===== src/rtl/glc_pkg.sv =====
// glc_pkg: shared constants and types of the g-code line comment stripper
// no dependencies; used by every rtl file of the block
package glc_pkg;

    // parenthesis depth counter
    localparam int DEPTH_BITS = 8;
    localparam logic signed [DEPTH_BITS-1:0] DEPTH_MAX = {1'b0, {(DEPTH_BITS-1){1'b1}}};
    localparam logic signed [DEPTH_BITS-1:0] DEPTH_MIN = {1'b1, {(DEPTH_BITS-1){1'b0}}};
    localparam logic signed [DEPTH_BITS-1:0] DEPTH_ONE = DEPTH_BITS'(1);

    // item queue between front and back
    localparam int QDEPTH    = 4;
    localparam int QPTR_BITS = $clog2(QDEPTH);
    localparam int QCNT_BITS = $clog2(QDEPTH + 1);

    // character codes
    localparam logic [7:0] CH_NUL    = 8'h00;
    localparam logic [7:0] CH_TAB    = 8'h09;
    localparam logic [7:0] CH_LF     = 8'h0A;
    localparam logic [7:0] CH_SPACE  = 8'h20;
    localparam logic [7:0] CH_DOLLAR = 8'h24;
    localparam logic [7:0] CH_PCT    = 8'h25;
    localparam logic [7:0] CH_LPAREN = 8'h28;
    localparam logic [7:0] CH_RPAREN = 8'h29;
    localparam logic [7:0] CH_SEMI   = 8'h3B;
    localparam logic [7:0] CH_EQUAL  = 8'h3D;
    localparam logic [7:0] CH_LBRACK = 8'h5B;
    localparam logic [7:0] CH_RBRACK = 8'h5D;
    localparam logic [7:0] CH_UNDER  = 8'h5F;

    // verdict codes
    localparam logic [1:0] VERDICT_KEPT     = 2'd0;
    localparam logic [1:0] VERDICT_EMPTY    = 2'd1;
    localparam logic [1:0] VERDICT_FALLBACK = 2'd2;

    // result kinds
    localparam logic KIND_CHAR    = 1'b0;
    localparam logic KIND_VERDICT = 1'b1;

    // classified item handed from front to back
    typedef struct packed {
        logic       keep;
        logic [7:0] ch;
        logic       eol;
        logic [1:0] verdict;
    } t_entry;

endpackage


===== src/rtl/gcode_line_comment_stripper_top.sv =====
// Each result item goes through the item queue and then the output register; a character
// that gives both a kept character and the verdict shows the kept character first.
// Throughput: one character per cycle while the queue is not full; the output register
// sends one result per cycle unless stalled, so such line-end characters give two results.
// Reset: synchronous, active low; clears line state, the item queue and the output register.
module gcode_line_comment_stripper_top (
    input  logic       i_clk,
    input  logic       i_rst_n,
    input  logic       i_valid,
    output logic       o_stall,
    input  logic [7:0] i_char_code,
    input  logic       i_end_of_line,
    output logic       o_valid,
    input  logic       i_stall,
    output logic       o_result_kind,
    output logic [7:0] o_kept_char,
    output logic [1:0] o_verdict,
    output logic       o_last_of_line
);

    glc_pkg::t_entry push_entry, head_entry;
    logic            accept, push, pop, q_full, q_empty;

    // input side stalls only on a full queue
    assign o_stall = q_full;
    assign accept  = i_valid && !q_full;

    glc_front u_front (
        .i_clk         (i_clk),
        .i_rst_n       (i_rst_n),
        .i_accept      (accept),
        .i_char_code   (i_char_code),
        .i_end_of_line (i_end_of_line),
        .o_push        (push),
        .o_entry       (push_entry)
    );

    glc_queue u_queue (
        .i_clk   (i_clk),
        .i_rst_n (i_rst_n),
        .i_push  (push),
        .i_entry (push_entry),
        .i_pop   (pop),
        .o_full  (q_full),
        .o_empty (q_empty),
        .o_head  (head_entry)
    );

    glc_back u_back (
        .i_clk          (i_clk),
        .i_rst_n        (i_rst_n),
        .i_empty        (q_empty),
        .i_head         (head_entry),
        .o_pop          (pop),
        .i_stall        (i_stall),
        .o_valid        (o_valid),
        .o_result_kind  (o_result_kind),
        .o_kept_char    (o_kept_char),
        .o_verdict      (o_verdict),
        .o_last_of_line (o_last_of_line)
    );

endmodule


===== src/rtl/glc_front.sv =====
// glc_front: accepts characters, tracks line state and classifies each item
// depends on glc_pkg
module glc_front (
    input  logic            i_clk,
    input  logic            i_rst_n,
    input  logic            i_accept,
    input  logic [7:0]      i_char_code,
    input  logic            i_end_of_line,
    output logic            o_push,
    output glc_pkg::t_entry o_entry
);

    typedef enum logic [1:0] {PH_SKIP, PH_BODY, PH_FALL, PH_DONE} t_phase;

    t_phase                                 r_phase, n_phase;
    logic signed [glc_pkg::DEPTH_BITS-1:0]  r_depth, n_depth, dec_depth;
    logic                                   r_flag, n_flag;
    logic                                   r_kept, n_kept;
    logic                                   keep, do_body;
    logic [1:0]                             verdict;

    // next line state for the offered character
    always_comb begin
        n_phase   = r_phase;
        n_depth   = r_depth;
        n_flag    = r_flag;
        n_kept    = r_kept;
        keep      = 1'b0;
        do_body   = 1'b0;
        dec_depth = r_depth;
        case (r_phase)
            PH_SKIP: begin
                if (i_char_code == glc_pkg::CH_SPACE || i_char_code == glc_pkg::CH_TAB) begin
                    n_phase = PH_SKIP;
                end else if (i_char_code == glc_pkg::CH_DOLLAR
                          || i_char_code == glc_pkg::CH_UNDER
                          || i_char_code == glc_pkg::CH_PCT) begin
                    n_phase = PH_FALL;
                end else if (i_char_code == glc_pkg::CH_SEMI) begin
                    n_phase = PH_DONE;
                end else begin
                    n_phase = PH_BODY;
                    do_body = 1'b1;
                end
            end
            PH_BODY: begin
                do_body = 1'b1;
            end
            default: begin
                n_phase = r_phase;
            end
        endcase

        // body character handling
        if (do_body) begin
            case (i_char_code)
                glc_pkg::CH_NUL: begin
                    n_phase = PH_DONE;
                end
                glc_pkg::CH_LPAREN: begin
                    if (r_depth != glc_pkg::DEPTH_MAX) begin
                        n_depth = r_depth + glc_pkg::DEPTH_ONE;
                    end
                    n_flag = 1'b1;
                end
                glc_pkg::CH_RPAREN: begin
                    if (r_depth != glc_pkg::DEPTH_MIN) begin
                        dec_depth = r_depth - glc_pkg::DEPTH_ONE;
                    end
                    n_depth = dec_depth;
                    if (dec_depth == '0) begin
                        n_flag = 1'b0;
                    end
                end
                glc_pkg::CH_LBRACK, glc_pkg::CH_RBRACK: begin
                    if (!r_flag) begin
                        n_phase = PH_FALL;
                    end
                end
                glc_pkg::CH_EQUAL: begin
                    if (!r_flag) begin
                        n_phase = PH_FALL;
                    end else begin
                        n_flag = 1'b1;
                    end
                end
                glc_pkg::CH_SEMI: begin
                    n_flag = 1'b1;
                end
                glc_pkg::CH_SPACE, glc_pkg::CH_LF: begin
                    keep = 1'b0;
                end
                default: begin
                    if (!r_flag) begin
                        keep   = 1'b1;
                        n_kept = 1'b1;
                    end
                end
            endcase
        end

        // line verdict
        if (n_phase == PH_FALL) begin
            verdict = glc_pkg::VERDICT_FALLBACK;
        end else if (n_kept) begin
            verdict = glc_pkg::VERDICT_KEPT;
        end else begin
            verdict = glc_pkg::VERDICT_EMPTY;
        end
    end

    // queue entry for the accepted item
    assign o_push          = i_accept && (keep || i_end_of_line);
    assign o_entry.keep    = keep;
    assign o_entry.ch      = i_char_code;
    assign o_entry.eol     = i_end_of_line;
    assign o_entry.verdict = verdict;

    // line state, cleared after each verdict
    always_ff @(posedge i_clk) begin
        if (!i_rst_n) begin
            r_phase <= PH_SKIP;
            r_depth <= '0;
            r_flag  <= 1'b0;
            r_kept  <= 1'b0;
        end else if (i_accept) begin
            if (i_end_of_line) begin
                r_phase <= PH_SKIP;
                r_depth <= '0;
                r_flag  <= 1'b0;
                r_kept  <= 1'b0;
            end else begin
                r_phase <= n_phase;
                r_depth <= n_depth;
                r_flag  <= n_flag;
                r_kept  <= n_kept;
            end
        end
    end

endmodule


===== src/rtl/glc_queue.sv =====
// glc_queue: short register queue of classified items between front and back
// depends on glc_pkg
module glc_queue (
    input  logic            i_clk,
    input  logic            i_rst_n,
    input  logic            i_push,
    input  glc_pkg::t_entry i_entry,
    input  logic            i_pop,
    output logic            o_full,
    output logic            o_empty,
    output glc_pkg::t_entry o_head
);

    glc_pkg::t_entry                r_mem [glc_pkg::QDEPTH];
    logic [glc_pkg::QPTR_BITS-1:0]  r_wr_ptr, r_rd_ptr;
    logic [glc_pkg::QCNT_BITS-1:0]  r_count;

    assign o_full  = (r_count == glc_pkg::QCNT_BITS'(glc_pkg::QDEPTH));
    assign o_empty = (r_count == '0);
    assign o_head  = r_mem[r_rd_ptr];

    // entry storage
    always_ff @(posedge i_clk) begin
        if (i_push) begin
            r_mem[r_wr_ptr] <= i_entry;
        end
    end

    // pointers and fill count
    always_ff @(posedge i_clk) begin
        if (!i_rst_n) begin
            r_wr_ptr <= '0;
            r_rd_ptr <= '0;
            r_count  <= '0;
        end else begin
            if (i_push) begin
                r_wr_ptr <= r_wr_ptr + 1'b1;
            end
            if (i_pop) begin
                r_rd_ptr <= r_rd_ptr + 1'b1;
            end
            case ({i_push, i_pop})
                2'b10:   r_count <= r_count + 1'b1;
                2'b01:   r_count <= r_count - 1'b1;
                default: r_count <= r_count;
            endcase
        end
    end

endmodule


===== src/rtl/glc_back.sv =====
// glc_back: expands queued items into result items and holds the output register
// depends on glc_pkg
module glc_back (
    input  logic            i_clk,
    input  logic            i_rst_n,
    input  logic            i_empty,
    input  glc_pkg::t_entry i_head,
    output logic            o_pop,
    input  logic            i_stall,
    output logic            o_valid,
    output logic            o_result_kind,
    output logic [7:0]      o_kept_char,
    output logic [1:0]      o_verdict,
    output logic            o_last_of_line
);

    logic       r_valid;
    logic       r_kind;
    logic [7:0] r_char;
    logic [1:0] r_verdict;
    logic       r_char_done;
    logic       load, send_char;

    // load the next result when the output register is free or being taken
    assign load      = !i_empty && (!r_valid || !i_stall);
    assign send_char = i_head.keep && !r_char_done;
    assign o_pop     = load && !(send_char && i_head.eol);

    always_ff @(posedge i_clk) begin
        if (!i_rst_n) begin
            r_valid     <= 1'b0;
            r_char_done <= 1'b0;
        end else begin
            if (load) begin
                r_valid     <= 1'b1;
                r_char_done <= send_char && i_head.eol;
            end else if (!i_stall) begin
                r_valid <= 1'b0;
            end
        end
    end

    // result payload
    always_ff @(posedge i_clk) begin
        if (load) begin
            if (send_char) begin
                r_kind    <= glc_pkg::KIND_CHAR;
                r_char    <= i_head.ch;
                r_verdict <= glc_pkg::VERDICT_KEPT;
            end else begin
                r_kind    <= glc_pkg::KIND_VERDICT;
                r_char    <= '0;
                r_verdict <= i_head.verdict;
            end
        end
    end

    assign o_valid        = r_valid;
    assign o_result_kind  = r_kind;
    assign o_kept_char    = r_char;
    assign o_verdict      = r_verdict;
    assign o_last_of_line = (r_kind == glc_pkg::KIND_VERDICT);

endmodule


===== config.mk =====
export PLATFORM = sky130hd
export DESIGN_NAME = gcode_line_comment_stripper_top
export DESIGN_NICKNAME = d
export VERILOG_FILES = /design/src/rtl/glc_pkg.sv /design/src/rtl/gcode_line_comment_stripper_top.sv /design/src/rtl/glc_front.sv /design/src/rtl/glc_queue.sv /design/src/rtl/glc_back.sv
export SDC_FILE = /design/constraint.sdc
export NUM_CORES = 1
export LEC_CHECK = 0
export BUFFER_PORTS_ARGS = -buffer_cell sky130_fd_sc_hd__buf_2
export CAP_MARGIN = 0
export CORE_MARGIN = 2
export CORE_UTILIZATION = 55
export DETAILED_ROUTE_END_ITERATION = 16
export MAX_ROUTING_LAYER = met4
export PLACE_DENSITY = 0.83
export SETUP_SLACK_MARGIN = 0.1
export SLEW_MARGIN = 20
export SYNTH_ARGS = -nofsm -noshare
export SYNTH_HDL_FRONTEND = slang
export SYNTH_SLANG_ARGS = --single-unit

===== constraint.sdc =====
create_clock -name i_clk -period 4.5 [get_ports i_clk]
set_clock_uncertainty 0.2 [all_clocks]
set_input_delay 1.125 -clock i_clk [delete_from_list [all_inputs] [get_ports i_clk]]
set_output_delay 1.125 -clock i_clk [all_outputs]
set_load 0.01 [all_outputs]

# Yosys cells after proc, flatten, opt, wreduce, memory -nomap -nowiden
# Memory sizes are Yosys's and may differ from the RTL's. A register that Yosys moved wholly into a read port is not among the register bits.
# Cells that the tools add are included.
[word_totals]
wordCells = 112
ram_bits = 48
memories = 1
reg_bits = 32
[op_classes]
reduce_logical = 30
add_sub_neg = 6
eq_ne = 22
mux = 41
[mem_list]
columns = ["memory", "depth", "width", "read_ports", "rd_clocked_by_memory_dff", "write_ports", "line", "text"]
rows = [
  ["u_queue.r_mem", 4, 12, 1, 1, 1, "glc_queue.sv:14", "glc_pkg::t_entry r_mem [glc_pkg::QDEPTH];"],
]
[op_table]
columns = ["operator", "n"]
rows = [
  ["equality test 8 x 6 -> 1 bit (second input constant)", 7],
  ["two-way mux 8 bit", 6],
  ["equality test 8 x 7 -> 1 bit (second input constant)", 3],
  ["two-way mux 1 bit", 20],
  ["two-way mux 2 bit", 10],
  ["equality test 8 x 4 -> 1 bit (second input constant)", 2],
  ["logical NOT 8 bit", 2],
  ["!= test 8 bit (second input constant)", 2],
  ["one-hot mux 8 bit (2 select lines)", 1],
  ["OR reduction 9 bit", 1],
  ["adder 8 x 2 -> 8 bit (second input constant)", 1],
  ["AND reduction 4 bit", 2],
  ["subtractor 8 x 2 -> 8 bit (second input constant)", 1],
  ["logical AND 1 bit", 6],
  ["logical NOT 1 bit", 6],
  ["!= test 3 x 2 -> 1 bit (second input constant)", 2],
  ["one-hot mux 3 bit (2 select lines)", 1],
  ["logical OR 1 bit", 5],
  ["adder 2 x 1 -> 2 bit (second input constant)", 2],
  ["equality test 2 x 1 -> 1 bit (second input constant)", 2],
  ["equality test 2 bit (second input constant)", 2],
  ["one-hot mux 2 bit (2 select lines)", 1],
  ["nonzero test 2 bit", 2],
  ["nonzero test 4 bit", 1],
  ["11 further kinds", 11],
]

# Longest topological paths before layout
# Gate-level depths: netlist of run 1.
[depth]
word_depth = 12
ltp_mapped = 13
mapped_depth_nobuf = 12

# Modules after synthesis
# A second synthesis of run 1 with hierarchy kept.
[hier_totals]
hier_cells = 334
hier_area_um2 = 4149.0
[modules_own_cells]
columns = ["module", "cells_per_inst", "area_per_inst_um2", "instances"]
rows = [
  ["glc_queue", 108, 2185.8, 1],
  ["glc_front", 191, 1425.1, 1],
  ["glc_back", 34, 524.3, 1],
  ["gcode_line_comment_stripper_top", 1, 13.8, 1],
]

# Least setup slack after synthesis of run 1
# No wires, ideal clock.
[synth_path]
path_type = "input-to-reg"
start = "input port i_char_code[2]"
end = "register u_queue.r_count[2] in the netlist's numbering"
setup_ns = 0.076
arrival_ns = 3.647
stages = 11
slack_ns = 0.577
path_buffers = 0
cell_sequence = "or4_4 -> o311a_1 -> nor3b_1 -> a22o_1 -> inv_1 -> ha_1 -> inv_1 -> fa_1 -> xor2_1 -> or3_1 -> a21boi_0"
[synth_between]
elab_chain_len = 11
[synth_lines]
columns = ["item", "line", "text"]
rows = [
  ["start, declared", "gcode_line_comment_stripper_top.sv:11", "input logic [7:0] i_char_code,"],
  ["equality test 8 x 6 -> 1 bit / equality test 8 x 7 -> 1 bit (equally long branches)", "glc_front.sv:35, glc_front.sv:36", ""],
  ["logical OR 1 bit", "glc_front.sv:36", "|| i_char_code == glc_pkg::CH_UNDER"],
  ["logical OR 1 bit", "glc_front.sv:37", "|| i_char_code == glc_pkg::CH_PCT) begin"],
  ["two-way mux 1 bit", "glc_front.sv:35", "end else if (i_char_code == glc_pkg::CH_DOLLAR"],
  ["two-way mux 1 bit", "glc_front.sv:33", "if (i_char_code == glc_pkg::CH_SPACE || i_char_code == glc_pkg::CH_TAB) begin"],
  ["one-hot mux 1 bit (2 select lines)", "glc_front.sv:31", "case (r_phase)"],
  ["two-way mux 1 bit *", "glc_front.sv:55", "if (do_body) begin"],
  ["logical OR 1 bit *", "glc_front.sv:113", "assign o_push = i_accept && (keep || i_end_of_line);"],
  ["logical AND 1 bit *", "glc_front.sv:113", ""],
  ["equality test 2 x 1 -> 1 bit / equality test 2 bit (equally long branches)", "glc_queue.sv:42", "case ({i_push, i_pop})"],
  ["one-hot mux 3 bit (2 select lines) / nonzero test 2 bit (equally long branches)", "--", ""],
  ["end signal, assigned", "glc_queue.sv:43", "2'b10: r_count <= r_count + 1'b1;"],
  ["end signal, assigned", "glc_queue.sv:44", "2'b01: r_count <= r_count - 1'b1;"],
  ["end signal, assigned", "glc_queue.sv:45", "default: r_count <= r_count;"],
  ["end, declared", "glc_queue.sv:16", "logic [glc_pkg::QCNT_BITS-1:0] r_count;"],
]
# Every way passes the cells marked *; elsewhere a longest branch is shown, timed or not.
# A chain may end at the register's enable or synchronous reset.

# Worst setup path in the final report of run 1
# Same ends and word-level chain as after synthesis.

==> impl_metrics.py, run 1 <==
metrics = {
    "status": {
        "status": "completed",
    },
    "clock_network": {
        "numCtsBuffers": 9,
        "clk_pin_slew_ns": 0.09,
        "cts_hold_buffers": 0,
        "post_cts.repair.setup_buffers": 0,
        "clkLatencyLatePin_ns": 0.34,
        "cts_resized": 0,
        "htreeDepth": 3,
        "cts_tree": "yes",
        "cts_root_buf": "clkbuf_8",
        "clock_path_buffers": 2,
        "clock-sinks": 82,
    },
    "worst_setup_path": {
        "critPathSlowestCell": "or4_4",
        "slowest_delay_ns": 0.58,
        "worstPathArrival_ns": 3.98,
        "worstPathRequired_ns": 4.58,
        "cp_max_fo": 12,
        "cp-start-kind": "input pin",
        "path_class": "in2reg",
        "critPathTopFamily": "simple AND/OR/NAND/NOR gates",
        "cpMostUsedCell": "inv_1",
        "rr_worst_depth": 10,
        "r2r_slack_ns": 1.15,
        "crit_path_cell_trace": "buf_2 > or4_4 > o311a_1 > nor3b_1 > a22o_1 > inv_1 > ha_1 > inv_1 > fa_1 > xor2_1 > or3_1 > a21boi_0",
        "cp.buffers_inverters": 3,
        "cp.depth": 12,
        "cp-end-kind": "flop",
    },
    "global_routing": {
        "grt_pass1_vias": 2738,
        "grt_max_degree": 28,
        "antenna_found_initial": 1,
        "grt_pass1_wl_um": 12970,
        "globalRoute.totalOverflow": 0,
        "track_usage_pct": 22.77,
    },
    "floorplanning": {
        "initial_core_util_pct": 56.00,
        "rows": 31,
        "die_h_um": 89.24,
        "die_area_sq_mm": 0.007964,
        "die_w_um": 89.24,
        "io-pin-count": 27,
        "core_area_sq_mm": 0.007137,
    },
    "final_layout": {
        "drive_gt1_share_pct": 18.82,
        "fin_nets": 373,
        "fin_util_pct": 62.18,
        "layout.cells.non_filler": 456,
        "design_area_sq_mm": 0.004438,
        "area_growth_pct": 11.05,
    },
    "routing": {
        "final_antenna_net_count": 0,
        "avgRoutedWirePerCell_um": 17.41,
        "drt_iter0_markers": 183,
        "vias_per_cell": 5.958,
        "drt_wl_total_um": 7940,
        "firstDrtPassIters": 4,
        "drc": 0,
        "route.vias.total": 2717,
    },
    "timing": {
        "tns_ns": 0,
        "worst_pin_slew_ns": 0.7318,
        "timing.final.crit_period_ns": 3.904,
        "setup_viol": 0,
        "slew-limit-headroom_pct": 50.69,
        "rsz0062_at_grt": "false",
        "hold_viol": 0,
        "drv_slew": 0,
        "fmaxAchievable_mhz": 256.1,
        "min_period_over_period_pct": 86.76,
        "hold_slack_ns": 0.2842,
    },
    "power_and_ir_drop": {
        "p_leak_nw": 1.593,
        "power_density_mw_per_mm2": 522.8,
        "ir_drop_v": 0.0003248,
    },
    "run": {
        "maxCapViolCount": 0,
    },
    "yosys": {
        "synth-seq-cells": 82,
        "synth_edf_count": 59,
        "ys_async_sr_fraction_pct": 0,
        "syn_inst": 328,
        "yosys_warnings": 0,
        "netlist-cell-type-count": 62,
        "syn-num-nets": 350,
        "synth_ff_type": "edfxtp_1",
        "seq_area_frac_synth_pct": 55.85,
        "synth.avg_cell_area_sq_um": 12.18,
        "syn_area_sq_mm": 0.003996,
    },
    "worst_hold_path": {
        "worstHoldPathCells": 1,
        "hp-class": "reg2reg",
    },
    "placement": {
        "placed_cell_area_sq_mm": 0.004205,
        "gp_congestion": 0.8883,
        "placedCellCount": 439,
        "hpwl_um": 5464,
        "portBuffers": 26,
    },
}
[layout by cell type, fill, tap and decap left out, drive strengths merged, types with 2 or more instances in the layout]
cell type,instances
edfxtp,59
buf,30
dfxtp,23
nand2,20
and2,16
o21ai,15
nor2,15
inv,15
nor2b,13
mux4,12
a21oi,11
nand3,10
nor3,10
clkbuf,9
ha,8
a21boi,7
xor2,6
nand2b,4
and3,4
nor4b,4
or3,4
nor3b,4
o21a,3
nand4,3
a21o,3
mux2i,3
a22oi,3
a32o,3
nand3b,2
nor4,2
a211oi,2
xnor2,2
nand4b,2
o31ai,2
a31oi,2
o211ai,2
bufinv,2
and3b,2
[worst reg2reg max path, cell delays in order, from the launching register on]
cell      delay, ns
dfxtp_1        0.31
buf_4          0.26
mux4_2         0.54
nand2b_1       0.34
o21a_1         0.35
ha_1           0.24
inv_1          0.06
fa_1           0.37
xor2_1         0.16
or3_1          0.30
a21boi_0       0.16
[final cells by class]
cell class	instances	area, sq um
clock buffer	9	123.9
multi-input combinational	217	1648
tap	99	123.9
fill	592	2699
inverter	11	41.29
antenna	1	2.502
timing repair buffer	30	160.2
clock inverter	7	106.4
sequential	82	2232
[kinds of logic (layout without fill, tap and decap cells)]
kind of cell / count (synthesis) / in the layout / synth area share (%)
compound gates: 66 / 66 / 11.62
xor+xnor: 8 / 8 / 1.753
fa+ha+maj: 9 / 9 / 3.006
buf+inv: 29 / 57 / 2.912
flops: 82 / 82 / 55.85
mux: 15 / 15 / 7.514
other cells: 0 / 1 / 0
simple gates: 119 / 119 / 17.34
[synthesized netlist by cell type, types with 3 or more instances]
master	instances	share of area, %
nand4_1	3	0.47
dfxtp_1	23	12
clkbuf_1	14	1.3
and3_1	4	0.63
o21a_1	3	0.56
a21boi_0	6	1.1
buf_2	3	0.38
ha_1	8	2.5
and2_1	16	2.5
nand3_1	10	1.3
nor3b_1	3	0.56
mux2i_1	3	0.75
a21oi_1	11	1.4
nor3_1	9	1.1
edfxtp_1	59	44
nor2b_1	13	2.0
nand2b_1	4	0.63
inv_1	11	1.0
o21ai_0	15	1.9
nor2_1	14	1.3
mux4_2	12	6.8
a21o_1	3	0.56
nor4b_1	4	0.88
a22oi_1	3	0.56
or3_1	4	0.63
nand2_1	20	1.9
xor2_1	6	1.3
[power breakdown]
part / internal [W] / switching (W)
clock: 0.000323 / 0.000278
combinational: 0.000278 / 0.000364
sequential: 0.00102 / 0.0000578
total: 0.00162 / 0.000700
[registers in the layout, indices dropped and copies added, names as in the netlist, named ones only]
name                   flops
u_back.r_char_done         1
u_front.r_flag             1
u_front.r_phase            2
u_front.r_kept             1
u_queue.r_mem             48
u_queue.r_rd_ptr           2
u_back.o_last_of_line      1
u_queue.r_wr_ptr           2
u_queue.r_count            3
u_back.o_kept_char         8
u_back.o_valid             1
u_back.o_verdict           2
u_front.r_depth            8
[per-layer routing]
layer  GRT usage [%]  wire (um)
met5               -          0
met4           7.327        136
met3           6.741        446
met2           38.59       4037
met1           25.98       3319
[worst paths after layout]
kind / start / endpoint
worst min register to register: u_front.r_kept / u_front.r_kept
worst min-delay path: u_front.r_kept / u_front.r_kept
worst max register to register: flop / u_queue.r_count[2]
worst max-delay path: i_char_code[2] / u_queue.r_count[2]
[metrics by stage]
stage	worst slack [ns]	total power (W)
finish	0.5957	0.002320
global route	0.4377	0.002451
CTS	0.5954	0.002344
detailed placement	0.2300	0.001739
global placement	0.3101	0.001706
floorplan	0.5771	0.001532
(Power assumes the default switching activity.)
==> inputs of run 2 (changes only) <==
--- a/config.mk
+++ b/config.mk
@@ -5,13 +5,13 @@
 export SDC_FILE = /design/constraint.sdc
 export NUM_CORES = 1
 export LEC_CHECK = 0
-export BUFFER_PORTS_ARGS = -buffer_cell sky130_fd_sc_hd__buf_2
 export CAP_MARGIN = 0
-export CORE_MARGIN = 2
+export CORE_MARGIN = 5
 export CORE_UTILIZATION = 55
 export DETAILED_ROUTE_END_ITERATION = 16
+export DONT_BUFFER_PORTS = 1
 export MAX_ROUTING_LAYER = met4
-export PLACE_DENSITY = 0.83
+export PLACE_DENSITY = 0.79
 export SETUP_SLACK_MARGIN = 0.1
 export SLEW_MARGIN = 20
 export SYNTH_ARGS = -nofsm -noshare
==> impl_metrics.py, run 2 (synthesis results as in run 1) <==
metrics = {
    "global_routing": {
        "grt_pass1_vias": 2513,
        "globalRoute.totalOverflow": 0,
        "grt_max_degree": 28,
        "grt_pass1_wl_um": 12850,
        "track_usage_pct": 19.43,
        "antenna_found_initial": 0,
    },
    "clock_network": {
        "clkLatencyLatePin_ns": 0.35,
        "cts_hold_buffers": 0,
        "clock_path_buffers": 2,
        "post_cts.repair.setup_buffers": 0,
        "cts_root_buf": "clkbuf_8",
        "cts_tree": "yes",
        "htreeDepth": 3,
        "cts_resized": 0,
        "clk_pin_slew_ns": 0.08,
        "numCtsBuffers": 9,
        "clock-sinks": 82,
    },
    "worst_hold_path": {
        "worstHoldPathCells": 2,
        "hold_path.startpoint": "u_queue.r_wr_ptr[1]",
        "hp-class": "reg2reg",
        "min_to": "u_queue.r_wr_ptr[1]",
    },
    "timing": {
        "hold_viol": 0,
        "drv_slew": 0,
        "slew-limit-headroom_pct": 53.07,
        "fmaxAchievable_mhz": 264.6,
        "tns_ns": 0,
        "rsz0062_at_grt": "false",
        "setup_viol": 0,
        "worst_pin_slew_ns": 0.6966,
        "min_period_over_period_pct": 83.98,
        "timing.final.crit_period_ns": 3.779,
    },
    "worst_setup_path": {
        "rr_worst_depth": 10,
        "cp-start-kind": "input pin",
        "crit_start": "i_char_code[2]",
        "r2r_slack_ns": 1.14,
        "timing.rr.end": "u_queue.r_count[2]",
        "worstPathArrival_ns": 3.86,
        "cp_max_fo": 12,
        "path_class": "in2reg",
        "worstPathRequired_ns": 4.58,
        "cp-end-kind": "flop",
    },
    "power_and_ir_drop": {
        "switching_power_w": 0.0006593,
        "pwr-share-seq_pct": 52.5,
        "sw_frac_of_total_pct": 31.10,
        "clkPwrFrac_pct": 22.7,
        "pwr-share-comb_pct": 24.8,
        "power_density_mw_per_mm2": 499.3,
        "p_leak_nw": 1.452,
        "ir_drop_v": 0.0003372,
        "internal_power_w": 0.001461,
    },
    "final_layout": {
        "design_area_sq_mm": 0.004245,
        "max_flop_register": "u_queue.r_mem",
        "largest_register_ffs": 48,
        "area_growth_pct": 6.230,
        "fin_nets": 346,
        "layout.cells.non_filler": 428,
        "final_cell_mix": "edfxtp_1 (59), dfxtp_1 (23), nand2_1 (20), and2_1 (16), o21ai_0 (15)",
        "drive_gt1_share_pct": 12.16,
        "antenna_cells": 0,
        "final_common_cell": "edfxtp_1",
    },
    "floorplanning": {
        "die_h_um": 95.24,
        "io-pin-count": 27,
        "die_w_um": 95.24,
        "die_area_sq_mm": 0.009071,
        "rows": 31,
        "core_area_sq_mm": 0.007176,
        "initial_core_util_pct": 55.69,
    },
    "placement": {
        "placed_cell_area_sq_mm": 0.004068,
        "portBuffers": 0,
        "hpwl_um": 5306,
        "placedCellCount": 412,
        "gp_congestion": 0.9118,
    },
    "routing": {
        "vias_per_cell": 5.967,
        "drt_wl_total_um": 7705,
        "avgRoutedWirePerCell_um": 18.00,
        "drc": 0,
        "final_antenna_net_count": 0,
        "route.vias.total": 2554,
        "firstDrtPassIters": 4,
        "drt_iter0_markers": 143,
    },
    "status": {
        "status": "completed",
    },
    "run": {
        "maxCapViolCount": 0,
    },
}
run 2: how the worst max path moves through the flow:
stage | to | slack, ns | depth (start not counted)
detailed placement | u_queue.r_count[2] | 0.34 | 11
CTS | u_queue.r_count[2] | 0.74 | 11
global route | u_queue.r_count[2] | 0.64 | 12
floorplan | u_queue.r_count[2] | 0.58 | 11
finish | u_queue.r_count[2] | 0.72 | 11
global placement | u_queue.r_count[2] | 0.49 | 11
run 2: per-stage QoR:
step           setup slack (ns)  total power [W]  util [%]  hold slack, ns
2_1_floorplan            0.5771         0.001532         -          0.2432
3_3_place_gp             0.4876         0.001641     56.69          0.2697
3_5_place_dp             0.3446         0.001668     56.69          0.2861
4_1_cts                  0.7369         0.002141     59.16          0.3054
5_1_grt                  0.6390         0.002243     59.16          0.3313
6_report                 0.7207         0.002120     59.16          0.3006
run 2: layer usage:
layer	vias to the layer above	wire length [um]	global-route usage (%)
li1	1230	-	-
met1	1239	3240	24.08
met4	0	55	4.087
met3	6	464	5.367
met5	-	0	-
met2	79	3944	32.07
run 2: cell type report:
cell class	count	area (sq um)
Tap cell	99	123.9
Fill cell	559	2930
Inverter	11	41.29
Clock inverter	7	53.80
Sequential cell	82	2232
Timing Repair Buffer	3	22.52
Multi-Input combinational cell	217	1648
Clock buffer	9	123.9
run 2: power groups by stage:
stage	clock, W	combinational, W	sequential [W]
2_1_floorplan	0	0.000416	0.00112
5_1_grt	0.000523	0.000588	0.00113
6_report	0.000480	0.000526	0.00111
4_1_cts	0.000487	0.000537	0.00112
3_3_place_gp	0	0.000517	0.00112
3_5_place_dp	0	0.000534	0.00113
run 2: worst max-delay path: stages:
cell	delay, ns
or4_4	0.55
o311a_1	0.39
nor3b_1	0.15
a22o_1	0.29
inv_1	0.09
ha_1	0.18
inv_1	0.06
fa_1	0.37
xor2_1	0.16
or3_1	0.30
a21boi_0	0.18
